**config.mk**
```make
export PLATFORM = sky130hd
export DESIGN_NAME = imu_packet_deframer_top
export DESIGN_NICKNAME = d
export VERILOG_FILES = /design/src/imud_pkg.sv /design/src/imud_front.sv /design/src/imud_fifo.sv /design/src/imud_back.sv /design/src/imu_packet_deframer_top.sv
export SDC_FILE = /design/constraint.sdc
export NUM_CORES = 1
export LEC_CHECK = 0
export ABC_AREA = 1
export CORE_MARGIN = 2
export CORE_UTILIZATION = 35
export DETAILED_ROUTE_END_ITERATION = 10
export DONT_BUFFER_PORTS = 1
export PLACE_DENSITY = 0.56
export SYNTH_ARGS = -nofsm -noshare
export SYNTH_HDL_FRONTEND = slang
export SYNTH_SLANG_ARGS = --single-unit
```
**constraint.sdc**
```tcl
create_clock -name aclk -period 11.7 [get_ports aclk]
set_input_delay 0.585 -clock aclk [delete_from_list [all_inputs] [get_ports aclk]]
set_output_delay 0.585 -clock aclk [all_outputs]
set_load 0.1 [all_outputs]
```
**src/imud_pkg.sv**
```systemverilog
// shared types and constants for the imu packet deframer
package imud_pkg;

    localparam logic [7:0] SYNC_FIRST  = 8'h41;
    localparam logic [7:0] SYNC_SECOND = 8'h5A;
    localparam logic [7:0] SUM_START   = SYNC_FIRST + SYNC_SECOND;

    localparam int PAYLOAD_FIRST = 3;
    localparam int PAYLOAD_COUNT = 20;
    localparam int WORD_COUNT    = 10;
    localparam int IDX_W         = 5;

    localparam int FIFO_DEPTH = 4;
    localparam int FIFO_PTR_W = 2;
    localparam int FIFO_CNT_W = 3;

    typedef enum logic [1:0] {
        ITEM_START,
        ITEM_DATA,
        ITEM_LAST
    } item_kind_t;

    // one classified byte travelling from the front to the back
    typedef struct packed {
        item_kind_t         kind;
        logic               store;
        logic [IDX_W-1:0]   idx;
        logic [7:0]         data;
    } item_t;

    typedef struct packed {
        logic [WORD_COUNT-1:0][15:0] words;
        logic                        checksum_ok;
    } result_t;

endpackage

```
**src/imud_front.sv**
```systemverilog
// front end: sync hunt, packet position tracking and byte classification
module imud_front #(
    parameter int PACKET_BYTES = 50
) (
    input  logic                 aclk,
    input  logic                 aresetn,
    input  logic                 s_valid,
    input  logic [7:0]           s_rx_byte,
    output logic                 s_ready,
    input  logic                 fifo_full,
    output logic                 push,
    output imud_pkg::item_t      push_item
);

    localparam int POS_W = $clog2(PACKET_BYTES);
    localparam logic [POS_W-1:0] LAST_POS  = POS_W'(PACKET_BYTES - 1);
    localparam logic [POS_W-1:0] FIRST_POS = POS_W'(imud_pkg::PAYLOAD_FIRST);
    localparam logic [POS_W-1:0] END_POS   =
        POS_W'(imud_pkg::PAYLOAD_FIRST + imud_pkg::PAYLOAD_COUNT);
    localparam logic [POS_W-1:0] DATA_POS  = POS_W'(2);

    typedef enum logic [1:0] {
        PH_HUNT,
        PH_SYNC1,
        PH_COLLECT
    } phase_t;

    phase_t           phase_reg, phase_next;
    logic [POS_W-1:0] pos_reg, pos_next;
    logic [POS_W-1:0] rel_pos;
    logic             accept;

    assign s_ready = !fifo_full;
    assign accept  = s_valid && s_ready;
    assign rel_pos = pos_reg - FIRST_POS;

    always_comb begin
        phase_next      = phase_reg;
        pos_next        = pos_reg;
        push            = 1'b0;
        push_item.kind  = imud_pkg::ITEM_DATA;
        push_item.store = (pos_reg >= FIRST_POS) && (pos_reg < END_POS);
        push_item.idx   = rel_pos[imud_pkg::IDX_W-1:0];
        push_item.data  = s_rx_byte;
        if (accept) begin
            unique case (phase_reg)
                PH_SYNC1: begin
                    if (s_rx_byte == imud_pkg::SYNC_SECOND) begin
                        phase_next     = PH_COLLECT;
                        pos_next       = DATA_POS;
                        push           = 1'b1;
                        push_item.kind = imud_pkg::ITEM_START;
                    end else if (s_rx_byte != imud_pkg::SYNC_FIRST) begin
                        phase_next = PH_HUNT;
                    end
                end
                PH_COLLECT: begin
                    push = 1'b1;
                    if (pos_reg == LAST_POS) begin
                        push_item.kind = imud_pkg::ITEM_LAST;
                        phase_next     = PH_HUNT;
                        pos_next       = '0;
                    end else begin
                        pos_next = pos_reg + POS_W'(1);
                    end
                end
                default: begin
                    phase_next = (s_rx_byte == imud_pkg::SYNC_FIRST) ? PH_SYNC1 : PH_HUNT;
                end
            endcase
        end
    end

    always_ff @(posedge aclk) begin
        if (!aresetn) begin
            phase_reg <= PH_HUNT;
            pos_reg   <= '0;
        end else begin
            phase_reg <= phase_next;
            pos_reg   <= pos_next;
        end
    end

endmodule

```
**src/imud_fifo.sv**
```systemverilog
// short queue of classified bytes between front and back
module imud_fifo (
    input  logic                 aclk,
    input  logic                 aresetn,
    input  logic                 push,
    input  imud_pkg::item_t      push_item,
    output logic                 full,
    input  logic                 pop,
    output imud_pkg::item_t      pop_item,
    output logic                 empty
);

    imud_pkg::item_t                     mem [imud_pkg::FIFO_DEPTH];
    logic [imud_pkg::FIFO_PTR_W-1:0]     wr_ptr_reg, wr_ptr_next;
    logic [imud_pkg::FIFO_PTR_W-1:0]     rd_ptr_reg, rd_ptr_next;
    logic [imud_pkg::FIFO_CNT_W-1:0]     count_reg, count_next;

    assign full     = count_reg == imud_pkg::FIFO_CNT_W'(imud_pkg::FIFO_DEPTH);
    assign empty    = count_reg == '0;
    assign pop_item = mem[rd_ptr_reg];

    always_comb begin
        wr_ptr_next = push ? wr_ptr_reg + imud_pkg::FIFO_PTR_W'(1) : wr_ptr_reg;
        rd_ptr_next = pop  ? rd_ptr_reg + imud_pkg::FIFO_PTR_W'(1) : rd_ptr_reg;
        count_next  = count_reg;
        if (push && !pop) begin
            count_next = count_reg + imud_pkg::FIFO_CNT_W'(1);
        end else if (pop && !push) begin
            count_next = count_reg - imud_pkg::FIFO_CNT_W'(1);
        end
    end

    always_ff @(posedge aclk) begin
        if (!aresetn) begin
            wr_ptr_reg <= '0;
            rd_ptr_reg <= '0;
            count_reg  <= '0;
        end else begin
            wr_ptr_reg <= wr_ptr_next;
            rd_ptr_reg <= rd_ptr_next;
            count_reg  <= count_next;
        end
    end

    always_ff @(posedge aclk) begin
        if (push) begin
            mem[wr_ptr_reg] <= push_item;
        end
    end

endmodule

```
**src/imud_back.sv**
```systemverilog
// back end: checksum accumulation, payload capture and result register
module imud_back (
    input  logic                 aclk,
    input  logic                 aresetn,
    input  logic                 empty,
    input  imud_pkg::item_t      item,
    output logic                 pop,
    input  logic                 m_ready,
    output logic                 m_valid,
    output imud_pkg::result_t    result
);

    logic [7:0]          field_reg [imud_pkg::PAYLOAD_COUNT];
    logic [7:0]          sum_reg, sum_next;
    logic                valid_reg, valid_next;
    imud_pkg::result_t   result_reg, result_next;
    logic                load;

    // the last byte may only leave the queue when the output slot frees up
    assign pop     = !empty && (item.kind != imud_pkg::ITEM_LAST || !valid_reg || m_ready);
    assign load    = pop && item.kind == imud_pkg::ITEM_LAST;
    assign m_valid = valid_reg;
    assign result  = result_reg;

    always_comb begin
        sum_next   = sum_reg;
        valid_next = valid_reg && !m_ready;
        for (int k = 0; k < imud_pkg::WORD_COUNT; k++) begin
            result_next.words[k] = {field_reg[2*k], field_reg[2*k+1]};
        end
        result_next.checksum_ok = sum_reg == item.data;
        if (pop) begin
            unique case (item.kind)
                imud_pkg::ITEM_START: sum_next = imud_pkg::SUM_START;
                imud_pkg::ITEM_DATA:  sum_next = sum_reg + item.data;
                imud_pkg::ITEM_LAST: begin
                    sum_next   = '0;
                    valid_next = 1'b1;
                end
                default: sum_next = sum_reg;
            endcase
        end
    end

    always_ff @(posedge aclk) begin
        if (!aresetn) begin
            sum_reg   <= '0;
            valid_reg <= 1'b0;
        end else begin
            sum_reg   <= sum_next;
            valid_reg <= valid_next;
        end
    end

    always_ff @(posedge aclk) begin
        if (pop && item.kind == imud_pkg::ITEM_DATA && item.store) begin
            field_reg[item.idx] <= item.data;
        end
        if (load) begin
            result_reg <= result_next;
        end
    end

endmodule

```
**src/imu_packet_deframer_top.sv**
```systemverilog
// top level of the imu packet deframer
// Takes one byte per cycle with no bubbles while the result side keeps up. A front end hunts for
// the 0x41 0x5A sync pair and tags each packet byte; a four-entry queue carries the tagged bytes
// to a back end that keeps the mod-256 sum and the twenty payload bytes. The result transaction
// shows on the m_ port once the last byte has passed the queue into the back end, and it holds
// in an output register so the next packet keeps flowing in meanwhile. Input stalls only when the
// queue fills, which happens only if a result is left waiting for more than a whole packet's
// worth of bytes. There is no clearing pass after reset; payload storage needs none.
module imu_packet_deframer_top #(
    parameter int PACKET_BYTES = 50
) (
    input  logic               aclk,
    input  logic               aresetn,
    input  logic               s_valid,
    output logic               s_ready,
    input  logic [7:0]         s_rx_byte,
    output logic               m_valid,
    input  logic               m_ready,
    output logic signed [15:0] m_accel_x,
    output logic signed [15:0] m_accel_y,
    output logic signed [15:0] m_accel_z,
    output logic signed [15:0] m_gyro_x,
    output logic signed [15:0] m_gyro_y,
    output logic signed [15:0] m_gyro_z,
    output logic signed [15:0] m_mag_x,
    output logic signed [15:0] m_mag_y,
    output logic signed [15:0] m_mag_z,
    output logic signed [15:0] m_temp_raw,
    output logic               m_checksum_ok
);

    logic               fifo_full;
    logic               fifo_empty;
    logic               push;
    logic               pop;
    imud_pkg::item_t    push_item;
    imud_pkg::item_t    pop_item;
    imud_pkg::result_t  result;

    imud_front #(
        .PACKET_BYTES (PACKET_BYTES)
    ) u_front (
        .aclk      (aclk),
        .aresetn   (aresetn),
        .s_valid   (s_valid),
        .s_rx_byte (s_rx_byte),
        .s_ready   (s_ready),
        .fifo_full (fifo_full),
        .push      (push),
        .push_item (push_item)
    );

    imud_fifo u_fifo (
        .aclk      (aclk),
        .aresetn   (aresetn),
        .push      (push),
        .push_item (push_item),
        .full      (fifo_full),
        .pop       (pop),
        .pop_item  (pop_item),
        .empty     (fifo_empty)
    );

    imud_back u_back (
        .aclk    (aclk),
        .aresetn (aresetn),
        .empty   (fifo_empty),
        .item    (pop_item),
        .pop     (pop),
        .m_ready (m_ready),
        .m_valid (m_valid),
        .result  (result)
    );

    assign m_accel_x     = result.words[0];
    assign m_accel_y     = result.words[1];
    assign m_accel_z     = result.words[2];
    assign m_gyro_x      = result.words[3];
    assign m_gyro_y      = result.words[4];
    assign m_gyro_z      = result.words[5];
    assign m_mag_x       = result.words[6];
    assign m_mag_y       = result.words[7];
    assign m_mag_z       = result.words[8];
    assign m_temp_raw    = result.words[9];
    assign m_checksum_ok = result.checksum_ok;

endmodule

```
# --- Word level (Yosys, flattened, before mapping) ---
# Memories as Yosys holds them, arrays and structs flattened. A register that Yosys moved wholly into a read port is not among the register bits.
# Cells that the tools add are included.
word_totals:
  ff_bits: 25
  latch_bits: 0
  mem_bits_rw: 224
  romBits: 0
  input_bits: 12
  out_inout_bits: 163
  mem_count: 2
memory_table:
  columns: ["name", "depth", "width", "rd", "rd_clocked_by_memory_dff", "write_ports", "line", "rtl"]
  rows:
  - ["u_back.field_reg", 20, 8, 20, 20, 1, "imud_back.sv:13", "logic [7:0] field_reg [imud_pkg::PAYLOAD_COUNT];"]
  - ["u_fifo.mem", 4, 16, 1, 1, 1, "imud_fifo.sv:13", "imud_pkg::item_t mem [imud_pkg::FIFO_DEPTH];"]
op_classes:
  addsub: 7
  multipliers: 0
  n_div: 0
  order_cmp: 2
  n_eq_ne: 14
  shifts: 0
  n_mux: 26
  bitwise_logic: 0
  reduce_logical: 25
op_table:
  columns: ["cell", "count"]
  rows:
  - ["$pmux W8 S3", 1]
  - ["$eq A8 B7 Y1 const B", 2]
  - ["$mux W2", 7]
  - ["$mux W6", 2]
  - ["$pmux W6 S2", 1]
  - ["$mux W1", 10]
  - ["$logic_and A1 B1 Y1", 9]
  - ["$add A8 B8 Y8", 1]
  - ["$eq A8 B8 Y1", 1]
  - ["$ne A8 B7 Y1 const B", 1]
  - ["$pmux W2 S2", 2]
  - ["$add A6 B1 Y6 const B", 1]
  - ["$eq A6 B6 Y1 const B", 1]
  - ["$ge A6 B2 Y1 const B", 1]
  - ["$logic_not A1 Y1", 6]
  - ["$lt A6 B5 Y1 const B", 1]
  - ["$mux W3", 2]
  - ["$reduce_and A3 Y1", 2]
  - ["$sub A5 B2 Y5 const B", 1]
  - ["$add A2 B1 Y2 const B", 2]
  - ["$eq A2 B1 Y1 const B", 2]
  - ["$eq A2 B2 Y1 const B", 2]
  - ["$ne A2 B1 Y1 const B", 2]
  - ["$reduce_bool A2 Y1", 2]
  - ["11 further kinds", 12]

# --- Longest topological paths before layout ---
# Gate-level depths: netlist (run 1).
depth:
  depth_word: 8
  depth_mapped: 16
  mapped_depth_nobuf: 15

# --- Hierarchy ---
# Synthesis (run 1) repeated with hierarchy kept, for this count alone.
hier_totals:
  cells_unflattened: 830
  area_unflattened_um2: 14261.2
by_module_without_submodules:
  columns: ["mod", "n_inst", "cells_per_inst", "area_per_inst_um2", "seq_area_each_um2"]
  rows:
  - ["imud_back", 1, 484, 10674.0, 9819.4]
  - ["imud_fifo", 1, 212, 2797.7, 2102.0]
  - ["imud_front", 1, 134, 789.5, 160.2]

# --- Least setup slack after synthesis (run 1) ---
# No wires, ideal clock.
synth_path:
  kind: "reg-to-reg"
  start: "reg (tool-made name)"
  end: "reg, netlist name m_accel_x[0]"
  setup_time_ns: 0.685
  t_arrival_ns: 8.083
  required_ns: 11.015
  setup_slack_ns: 2.932
  stages_incl_launch_ff: 9
  period_less_slack_ns: 8.768
  path_cell_list: "dfxtp_1 -> buf_2 -> nand2_1 -> a32oi_1 -> inv_1 -> ha_1 -> nand2_1 -> nand2_1 -> nor2_1"

==> flow_summary.ini, run 1 <==
[status]
status = completed

[logic_synthesis]
synthTopCellsByArea = edfxtp_1, dfxtp_1, nand2_1, nor2_1, ha_1
synth_edf_count = 385
synth-compound-area-share_pct = 3.12
ys_seq_area_share_pct = 85.8
postSynthAreaPerCell_sq_um = 17.5
async_reset_ff_share_pct = 0
muxShareOfSynthArea_pct = 0
synth_largest_area_cell = edfxtp_1
ys_warn_count = 0
synth-seq-cells = 411
syn_inst = 802
synth_simple_gate_area_share_pct = 6.70
synth_fp_nets = 835
synthXorXnorAreaFrac_pct = 0.311
synth_fa_ha_area_share_pct = 1.97
synth_top_family_by_area = simple AND/OR/NAND/NOR gates
ys_types = 31
ys_top_cells_by_count = edfxtp_1, nand2_1, nor2_1
yosysMostFrequentCell = edfxtp_1
synth_top_area_share_pct = 82.1
synth_area_sq_mm = 0.0141
synth_flop_cell = edfxtp_1

[sta]
rsz0062_at_grt = false
setup_violations = 0
finalCriticalPeriod_ps = 4860
period_share_pct = 41.5
slew_headroom_pct = 21.3
setup_total_negative_slack_ps = 0
worstMarginPinSlew_ps = 1150
drv_slew = 0
skew_ps = 14.3
fmax_ghz = 0.206
hold_violations = 0

[cells_and_area]
fin_area_sq_mm = 0.0161
fin_util_pct = 40.6
n_fill_cell = 3550
antenna_cells = 0
area_delta_synth_final_pct = 14.5
drive_above_1_share_pct = 11.3
finalNetCount = 879
largest_register_ffs = 160

[route]
routed_via_density = 4.65
wirelength_microns = 28600
drt-wirelength-per-cell_microns = 20.4
vias = 6531
antenna_left = 0
drt_iter0_drc = 586
drc = 0
dr.pass1.iters = 4

[cts]
post-cts-setup-buffers = 0
cts_buffers = 42
cts_resized = 0
clkTransAtPathRegs_ps = 60
cts_root_buf = clkbuf_16
cts_max_path_buffers = 3
h-tree-depth = 2
cts_tree = built
postCtsHoldBufs = 0
clock_latency_ps = 540
cts.sinks = 411

[die]
start_util_pct = 35.4
fp.dieW_microns = 205
fp.dieH_microns = 205
num_rows = 73
core-area_sq_mm = 0.0397
ioPinCount = 175
die_area_sq_mm = 0.0418

[setup_path]
cp_data_arrival_time_ps = 5020
cp_slowest_cell = nor2_4
crit_family = buffers and inverters
crit_path_end_kind = flop
path_cells = inv_1 -> a32oi_1 -> inv_1 -> ha_1 -> nand2_1 -> nand2_1 -> nor2_4 -> buf_4 -> buf_4
max_stage_delay_ps = 880
worstSetupPathType = flop to flop
critPathMaxFanout = 78
setup.worst_path.start_class = flop
critPathBufInv = 4
worst_ep_required_time_ps = 11860

[placed_design]
hpwl_microns = 17800
dpl_cell_area_sq_mm = 0.0148
gp_congestion = 0.783
port_buffers = 0

[global_routing]
grt_use_total_pct = 13.6
met3_usage_pct = 3.50
grt_busiest_layer = met2
antenna_found_initial = 1
grt_remaining_overflow = 0
use_met1_pct = 17.6
use_met2_pct = 22.5
grt_max_degree = 79
grt_pass1_wl_microns = 41700
grt_pass1_vias = 6410

[hold_path]
min_from = s_rx_byte[1]
hold_class = primary input to flop

[job]
maxCapViolCount = 0
[placed cells by master (no fill, tap or decap), drive strengths merged, types with 6 or more instances in the layout]
cell type	instances
edfxtp	385
nand2	104
nor2	73
inv	65
clkbuf	52
nand3	33
a21oi	29
o21ai	27
dfxtp	26
ha	19
clkinv	16
buf	11
o22ai	7
nand4	6
[per-layer routing]
metal  part of all wire (%)  vias to the layer above
met2                     48                      216
li1                       -                     3035
met1                     43                     3235
met5                      0                        -
met3                    6.1                       45
met4                    2.2                        0
[worst paths after layout]
| check | end | slack [ps] | cells after the start |
|---|---|---|---|
| worst max register to register | m_mag_z[7]$_DFFE_PP_ | 6840 | 9 |
| worst max-delay path | m_mag_z[7]$_DFFE_PP_ | 6840 | 9 |
| worst min register to register | m_mag_z[8]$_DFFE_PP_ | 410 | 0 |
| worst min-delay path | u_fifo.mem[0][1]$_DFFE_PP_ | 140 | 0 |
[cell type report]
class	instances	area [sq um]	area share (%)
multi-input combinational	320	1760	10.9
tap	525	657	4.08
clock buffer	52	1090	6.75
inverter	60	225	1.40
timing repair buffer	11	82.6	0.512
sequential	411	12100	75.0
clock inverter	25	218	1.35
[cells by family (layout without fill, tap and decap cells)]
group                    after synthesis  count (layout)
flip-flops                           411             411
buffers and inverters                 71             148
AO/OA/AOI/OAI                         75              75
adder cells (fa/ha/maj)               21              21
XOR/XNOR                               5               5
AND/OR/NAND/NOR                      219             219
[metrics by stage]
step | instances | worst slack, ps | hold slack, ps
after floorplan | 802 | 2930 | 400
after global placement | 1327 | 6920 | 400
after detailed placement | 1327 | 6770 | 405
after CTS | 1404 | 6770 | 108
after global routing | 1404 | 6450 | 110
final | 1404 | 6840 | 141
Power of run 1 is left out: the tool's default activity adds up to more than one toggle a clock period on the data nets, which glitch-free logic cannot reach.
==> run 2, diff against run 1 <==
--- a/config.mk
+++ b/config.mk
@@ -10,7 +10,7 @@
 export CORE_UTILIZATION = 35
 export DETAILED_ROUTE_END_ITERATION = 10
 export DONT_BUFFER_PORTS = 1
-export PLACE_DENSITY = 0.56
+export PLACE_DENSITY = 0.58
 export SYNTH_ARGS = -nofsm -noshare
 export SYNTH_HDL_FRONTEND = slang
 export SYNTH_SLANG_ARGS = --single-unit
==> constraint.sdc (replaced) <==
create_clock -name aclk -period 3.9 [get_ports aclk]
set_input_delay 0.195 -clock aclk [delete_from_list [all_inputs] [get_ports aclk]]
set_output_delay 0.195 -clock aclk [all_outputs]
set_load 0.1 [all_outputs]
==> flow_summary.ini, run 2 (same netlist as run 1, synthesis figures left out) <==
[route]
routed.top_layer = met4
routed_via_density = 4.67
wl_met3_microns = 2110
met1_length_microns = 12300
drt-wirelength-per-cell_microns = 20.7
dr.pass1.iters = 5
drc = 0
antenna_left = 0
wirelength_microns = 29400
drt_iter0_drc = 693
wl_met2_microns = 14400
vias = 6636

[global_routing]
grt_max_degree = 46
grt_pass1_vias = 6596
antenna_found_initial = 0
grt_use_total_pct = 13.9
grt_remaining_overflow = 0
grt_pass1_wl_microns = 42600

[die]
fp.dieW_microns = 205
ioPinCount = 175
die_area_sq_mm = 0.0418
core-area_sq_mm = 0.0397
num_rows = 73
start_util_pct = 35.4
fp.dieH_microns = 205

[setup_path]
crit_path_end_kind = flop
crit_family = simple AND/OR/NAND/NOR gates
rrSetupSlack_ps = 670
worst_ep_required_time_ps = 4060
max_stage_delay_ps = 560
worstSetupPathType = flop to flop
cp_data_arrival_time_ps = 3380
reg2regPathDepth = 12
reg2reg_to = u_back.field_reg[17][0]$_DFFE_PP_
cp_slowest_cell = nor2_1
critPathBufInv = 3
critPathMaxFanout = 20
setup.worst_path.start_class = flop
path_cells = inv_1 -> a21oi_1 -> a32oi_2 -> inv_1 -> ha_2 -> nand2_1 -> nand2_2 -> inv_1 -> nand3_2 -> nor2_2 -> nand2_2 -> nor2_1
crit_top_cell = inv_1

[placed_design]
pre_cts_ws_ps = 655
port_buffers = 0
gp_congestion = 0.810
hpwl_microns = 19000

[sta]
setup_violations = 0
finalCriticalPeriod_ps = 3230
worstMarginPinSlew_ps = 1040
period_share_pct = 82.8
skew_ps = 18.5
hold_violations = 0
slew_headroom_pct = 30.9
drv_slew = 0
fmax_ghz = 0.310
rsz0062_at_grt = false
final.setup.worst_slack_ps = 671
hold_slack_ps = 46.1
setup_total_negative_slack_ps = 0

[hold_path]
min_from = s_rx_byte[0]
whs_path_depth = 6
hold_class = primary input to flop
min_to = u_front.phase_reg[0]$_SDFFE_PN0P_

[cells_and_area]
finalNetCount = 899
area_delta_synth_final_pct = 16.4
n_fill_cell = 3478
seq_area_sq_mm = 0.0121
layout_common_cells = edfxtp_1, nand2_1, nor2_1
multiInputGateArea_sq_mm = 0.00177
largest_register_ffs = 160
drive_above_1_share_pct = 12.9
antenna_cells = 0
final_common_cell = edfxtp_1

[cts]
cts_buffers = 40
post-cts-setup-buffers = 0
cts_root_buf = clkbuf_16
cts.sinks = 411
cts_resized = 0
cts_tree = built
cts_max_path_buffers = 3
clock_latency_ps = 540
h-tree-depth = 2
clkTransAtPathRegs_ps = 60

[job]
maxCapViolCount = 0

[status]
status = completed
[run 2: cell types whose count changed in the layout (fill, tap and decap cells not counted), sizes merged]
cell         change
dlygate4sd3     +10
clkinvlp         +2
bufinv           +1
inv              -5
clkbuf           -2
buf             +12
clkinv           -1
[run 2: how the worst max path moves through the flow]
stage / startpoint / endpoint / cells past startpoint
6_report: flop / u_back.field_reg[17][0]$_DFFE_PP_ / 12
5_1_grt: flop / u_back.field_reg[8][3]$_DFFE_PP_ / 12
4_1_cts: flop / u_back.field_reg[15][7]$_DFFE_PP_ / 12
3_5_place_dp: flop / u_back.field_reg[15][5]$_DFFE_PP_ / 12
3_3_place_gp: flop / u_back.field_reg[15][4]$_DFFE_PP_ / 12
2_1_floorplan: flop / m_accel_x[0]$_DFFE_PP_ / 9
[run 2: final cells by class]
type                            count  share of cell area [%]
Clock inverter                     22                    1.44
Sequential cell                   411                    73.8
Inverter                           60                    1.39
Tap cell                          525                    4.01
Clock buffer                       50                    6.60
Multi-Input combinational cell    320                    10.8
Timing Repair Buffer               33                    1.97
[run 2: stage by stage]
stage	util (%)	instances	area, sq um
detailed placement	37.7	1339	15000
floorplan	-	802	14100
global route	41.2	1421	16400
finish	41.2	1421	16400
global placement	37.7	1339	15000
CTS	41.2	1421	16400
[run 2: repair_timing]
item                                    CTS  global route
hold endpoints to repair                 45             0
hold buffers                             10             0
endpoints found under the setup margin    0             0
[run 2: metal layers]
metal  GRT usage [%]  vias to the layer above
met5               0                        -
met1            17.6                     3276
met2            23.4                      248
li1                -                     3071
met4            3.99                        0
met3            3.72                       41
[run 2: worst register-to-register path: cells and delay by family (launching register included)]
kind                     cells  cell delay, ps
AND/OR/NAND/NOR              6            1170
buffers and inverters        3             740
flip-flops                   1             390
AO/OA/AOI/OAI                2             350
adder cells (fa/ha/maj)      1             200
Power of run 2 is left out for the same reason.
==> run 3, diff against run 2 <==
--- a/config.mk
+++ b/config.mk
@@ -10,7 +10,7 @@
 export CORE_UTILIZATION = 35
 export DETAILED_ROUTE_END_ITERATION = 10
 export DONT_BUFFER_PORTS = 1
-export PLACE_DENSITY = 0.58
+export PLACE_DENSITY = 0.56
 export SYNTH_ARGS = -nofsm -noshare
 export SYNTH_HDL_FRONTEND = slang
 export SYNTH_SLANG_ARGS = --single-unit
==> constraint.sdc (replaced) <==
create_clock -name aclk -period 3.28 [get_ports aclk]
set_input_delay 0.164 -clock aclk [delete_from_list [all_inputs] [get_ports aclk]]
set_output_delay 0.164 -clock aclk [all_outputs]
set_load 0.1 [all_outputs]
==> flow_summary.ini, run 3 (same netlist as run 1, synthesis figures left out) <==
[hold_path]
whs_path_depth = 6
min_to = u_front.phase_reg[0]$_SDFFE_PN0P_
hold_class = primary input to flop
min_from = s_rx_byte[6]

[sta]
setup_total_negative_slack_ps = 0
worstMarginPinSlew_ps = 1010
hold_violations = 0
period_share_pct = 81.3
rsz0062_at_grt = false
fmax_ghz = 0.375
final.setup.worst_slack_ps = 613
drv_slew = 0
setup_violations = 0
slew_headroom_pct = 32.8
finalCriticalPeriod_ps = 2670
skew_ps = 15.1

[cts]
cts_root_buf = clkbuf_16
h-tree-depth = 2
post-cts-setup-buffers = 0
cts.sinks = 411
cts_resized = 0
cts_tree = built
clock_latency_ps = 550
cts_max_path_buffers = 3
clkTransAtPathRegs_ps = 60
cts_buffers = 40

[route]
dr.pass1.iters = 5
routed_via_density = 4.62
vias = 6659
drc = 0
wirelength_microns = 29300
drt_iter0_drc = 426
antenna_left = 0
drt-wirelength-per-cell_microns = 20.3

[setup_path]
reg2reg_to = u_back.field_reg[18][7]$_DFFE_PP_
worst_ep_required_time_ps = 3530
critPathMaxFanout = 33
rrSetupSlack_ps = 610
worstSetupPathType = flop to flop
crit_path_end_kind = flop
cp_data_arrival_time_ps = 2920
reg2regPathDepth = 13
setup.worst_path.start_class = flop

[placed_design]
hpwl_microns = 18900
port_buffers = 0
pre_cts_ws_ps = 599
gp_congestion = 0.814

[cells_and_area]
finalNetCount = 920
layout_common_cells = edfxtp_1, nand2_1, nor2_1
antenna_cells = 0
area_delta_synth_final_pct = 16.8
drive_above_1_share_pct = 14.8
final_common_cell = edfxtp_1
largest_register_ffs = 160
n_fill_cell = 3533

[die]
die_area_sq_mm = 0.0418
core-area_sq_mm = 0.0397
fp.dieW_microns = 205
num_rows = 73
ioPinCount = 175
start_util_pct = 35.4
fp.dieH_microns = 205

[job]
maxCapViolCount = 0

[status]
status = completed

[global_routing]
grt_busiest_layer = met2
grt_use_total_pct = 14.1
antenna_found_initial = 0
use_met1_pct = 18.3
grt_remaining_overflow = 0
grt_pass1_vias = 6664
use_met2_pct = 23.0
grt_pass1_wl_microns = 42800
met3_usage_pct = 3.32
grt_max_degree = 38
run 3: critical path, stage by stage (launching register included):
cell and delay [ps]:
dfxtp_4 450, inv_4 210, nand2_2 70, a32oi_2 250, inv_1 70, ha_2 200
nand2_1 70, nand2_2 90, inv_1 160, nand3_2 140, nor2_4 120, nand2_2 180
nor2_1 150, buf_4 180
run 3: layout make-up:
type	count	area, sq um	area share [%]
flip-flops and latches	411	12100	73.5
clock buffers	49	1060	6.42
inverters	60	228	1.38
well taps	525	657	3.99
multi-input cells	320	1770	10.8
clock inverters	23	190	1.16
repair buffers	54	455	2.77
run 3: worst max path at each step:
stage / startpoint / end / slack [ps]
after floorplan: flop / m_accel_x[0]$_DFFE_PP_ / -760
after detailed placement: flop / u_back.field_reg[12][5]$_DFFE_PP_ / 600
after global routing: flop / u_fifo.count_reg[2]$_SDFFE_PN0P_ / 300
after global placement: flop / u_back.field_reg[12][3]$_DFFE_PP_ / 610
final: flop / u_back.field_reg[18][7]$_DFFE_PP_ / 610
after CTS: flop / u_back.field_reg[12][5]$_DFFE_PP_ / 580
run 3: metal layers:
layer	up-vias	wire length [microns]	share of wire, %
li1	3112	-	-
met1	3292	12700	43
met2	212	14000	48
met3	43	1830	6.3
met4	0	725	2.5
met5	-	0	0
run 3: timing repair:
action	CTS	global route
hold endpoints to repair	46	0
endpoints found under the setup margin	0	0
hold buffers	10	0
run 3: per-stage QoR:
step | std cells | area [sq um] | utilization (%) | hold slack, ps
after floorplan | 802 | 14100 | - | 263
after global placement | 1360 | 15100 | 38.0 | 264
after detailed placement | 1360 | 15100 | 38.0 | 264
after CTS | 1442 | 16400 | 41.4 | 13.6
after global routing | 1442 | 16400 | 41.4 | 79.2
final | 1442 | 16400 | 41.4 | 42.8
Power of run 3 is left out for the same reason.
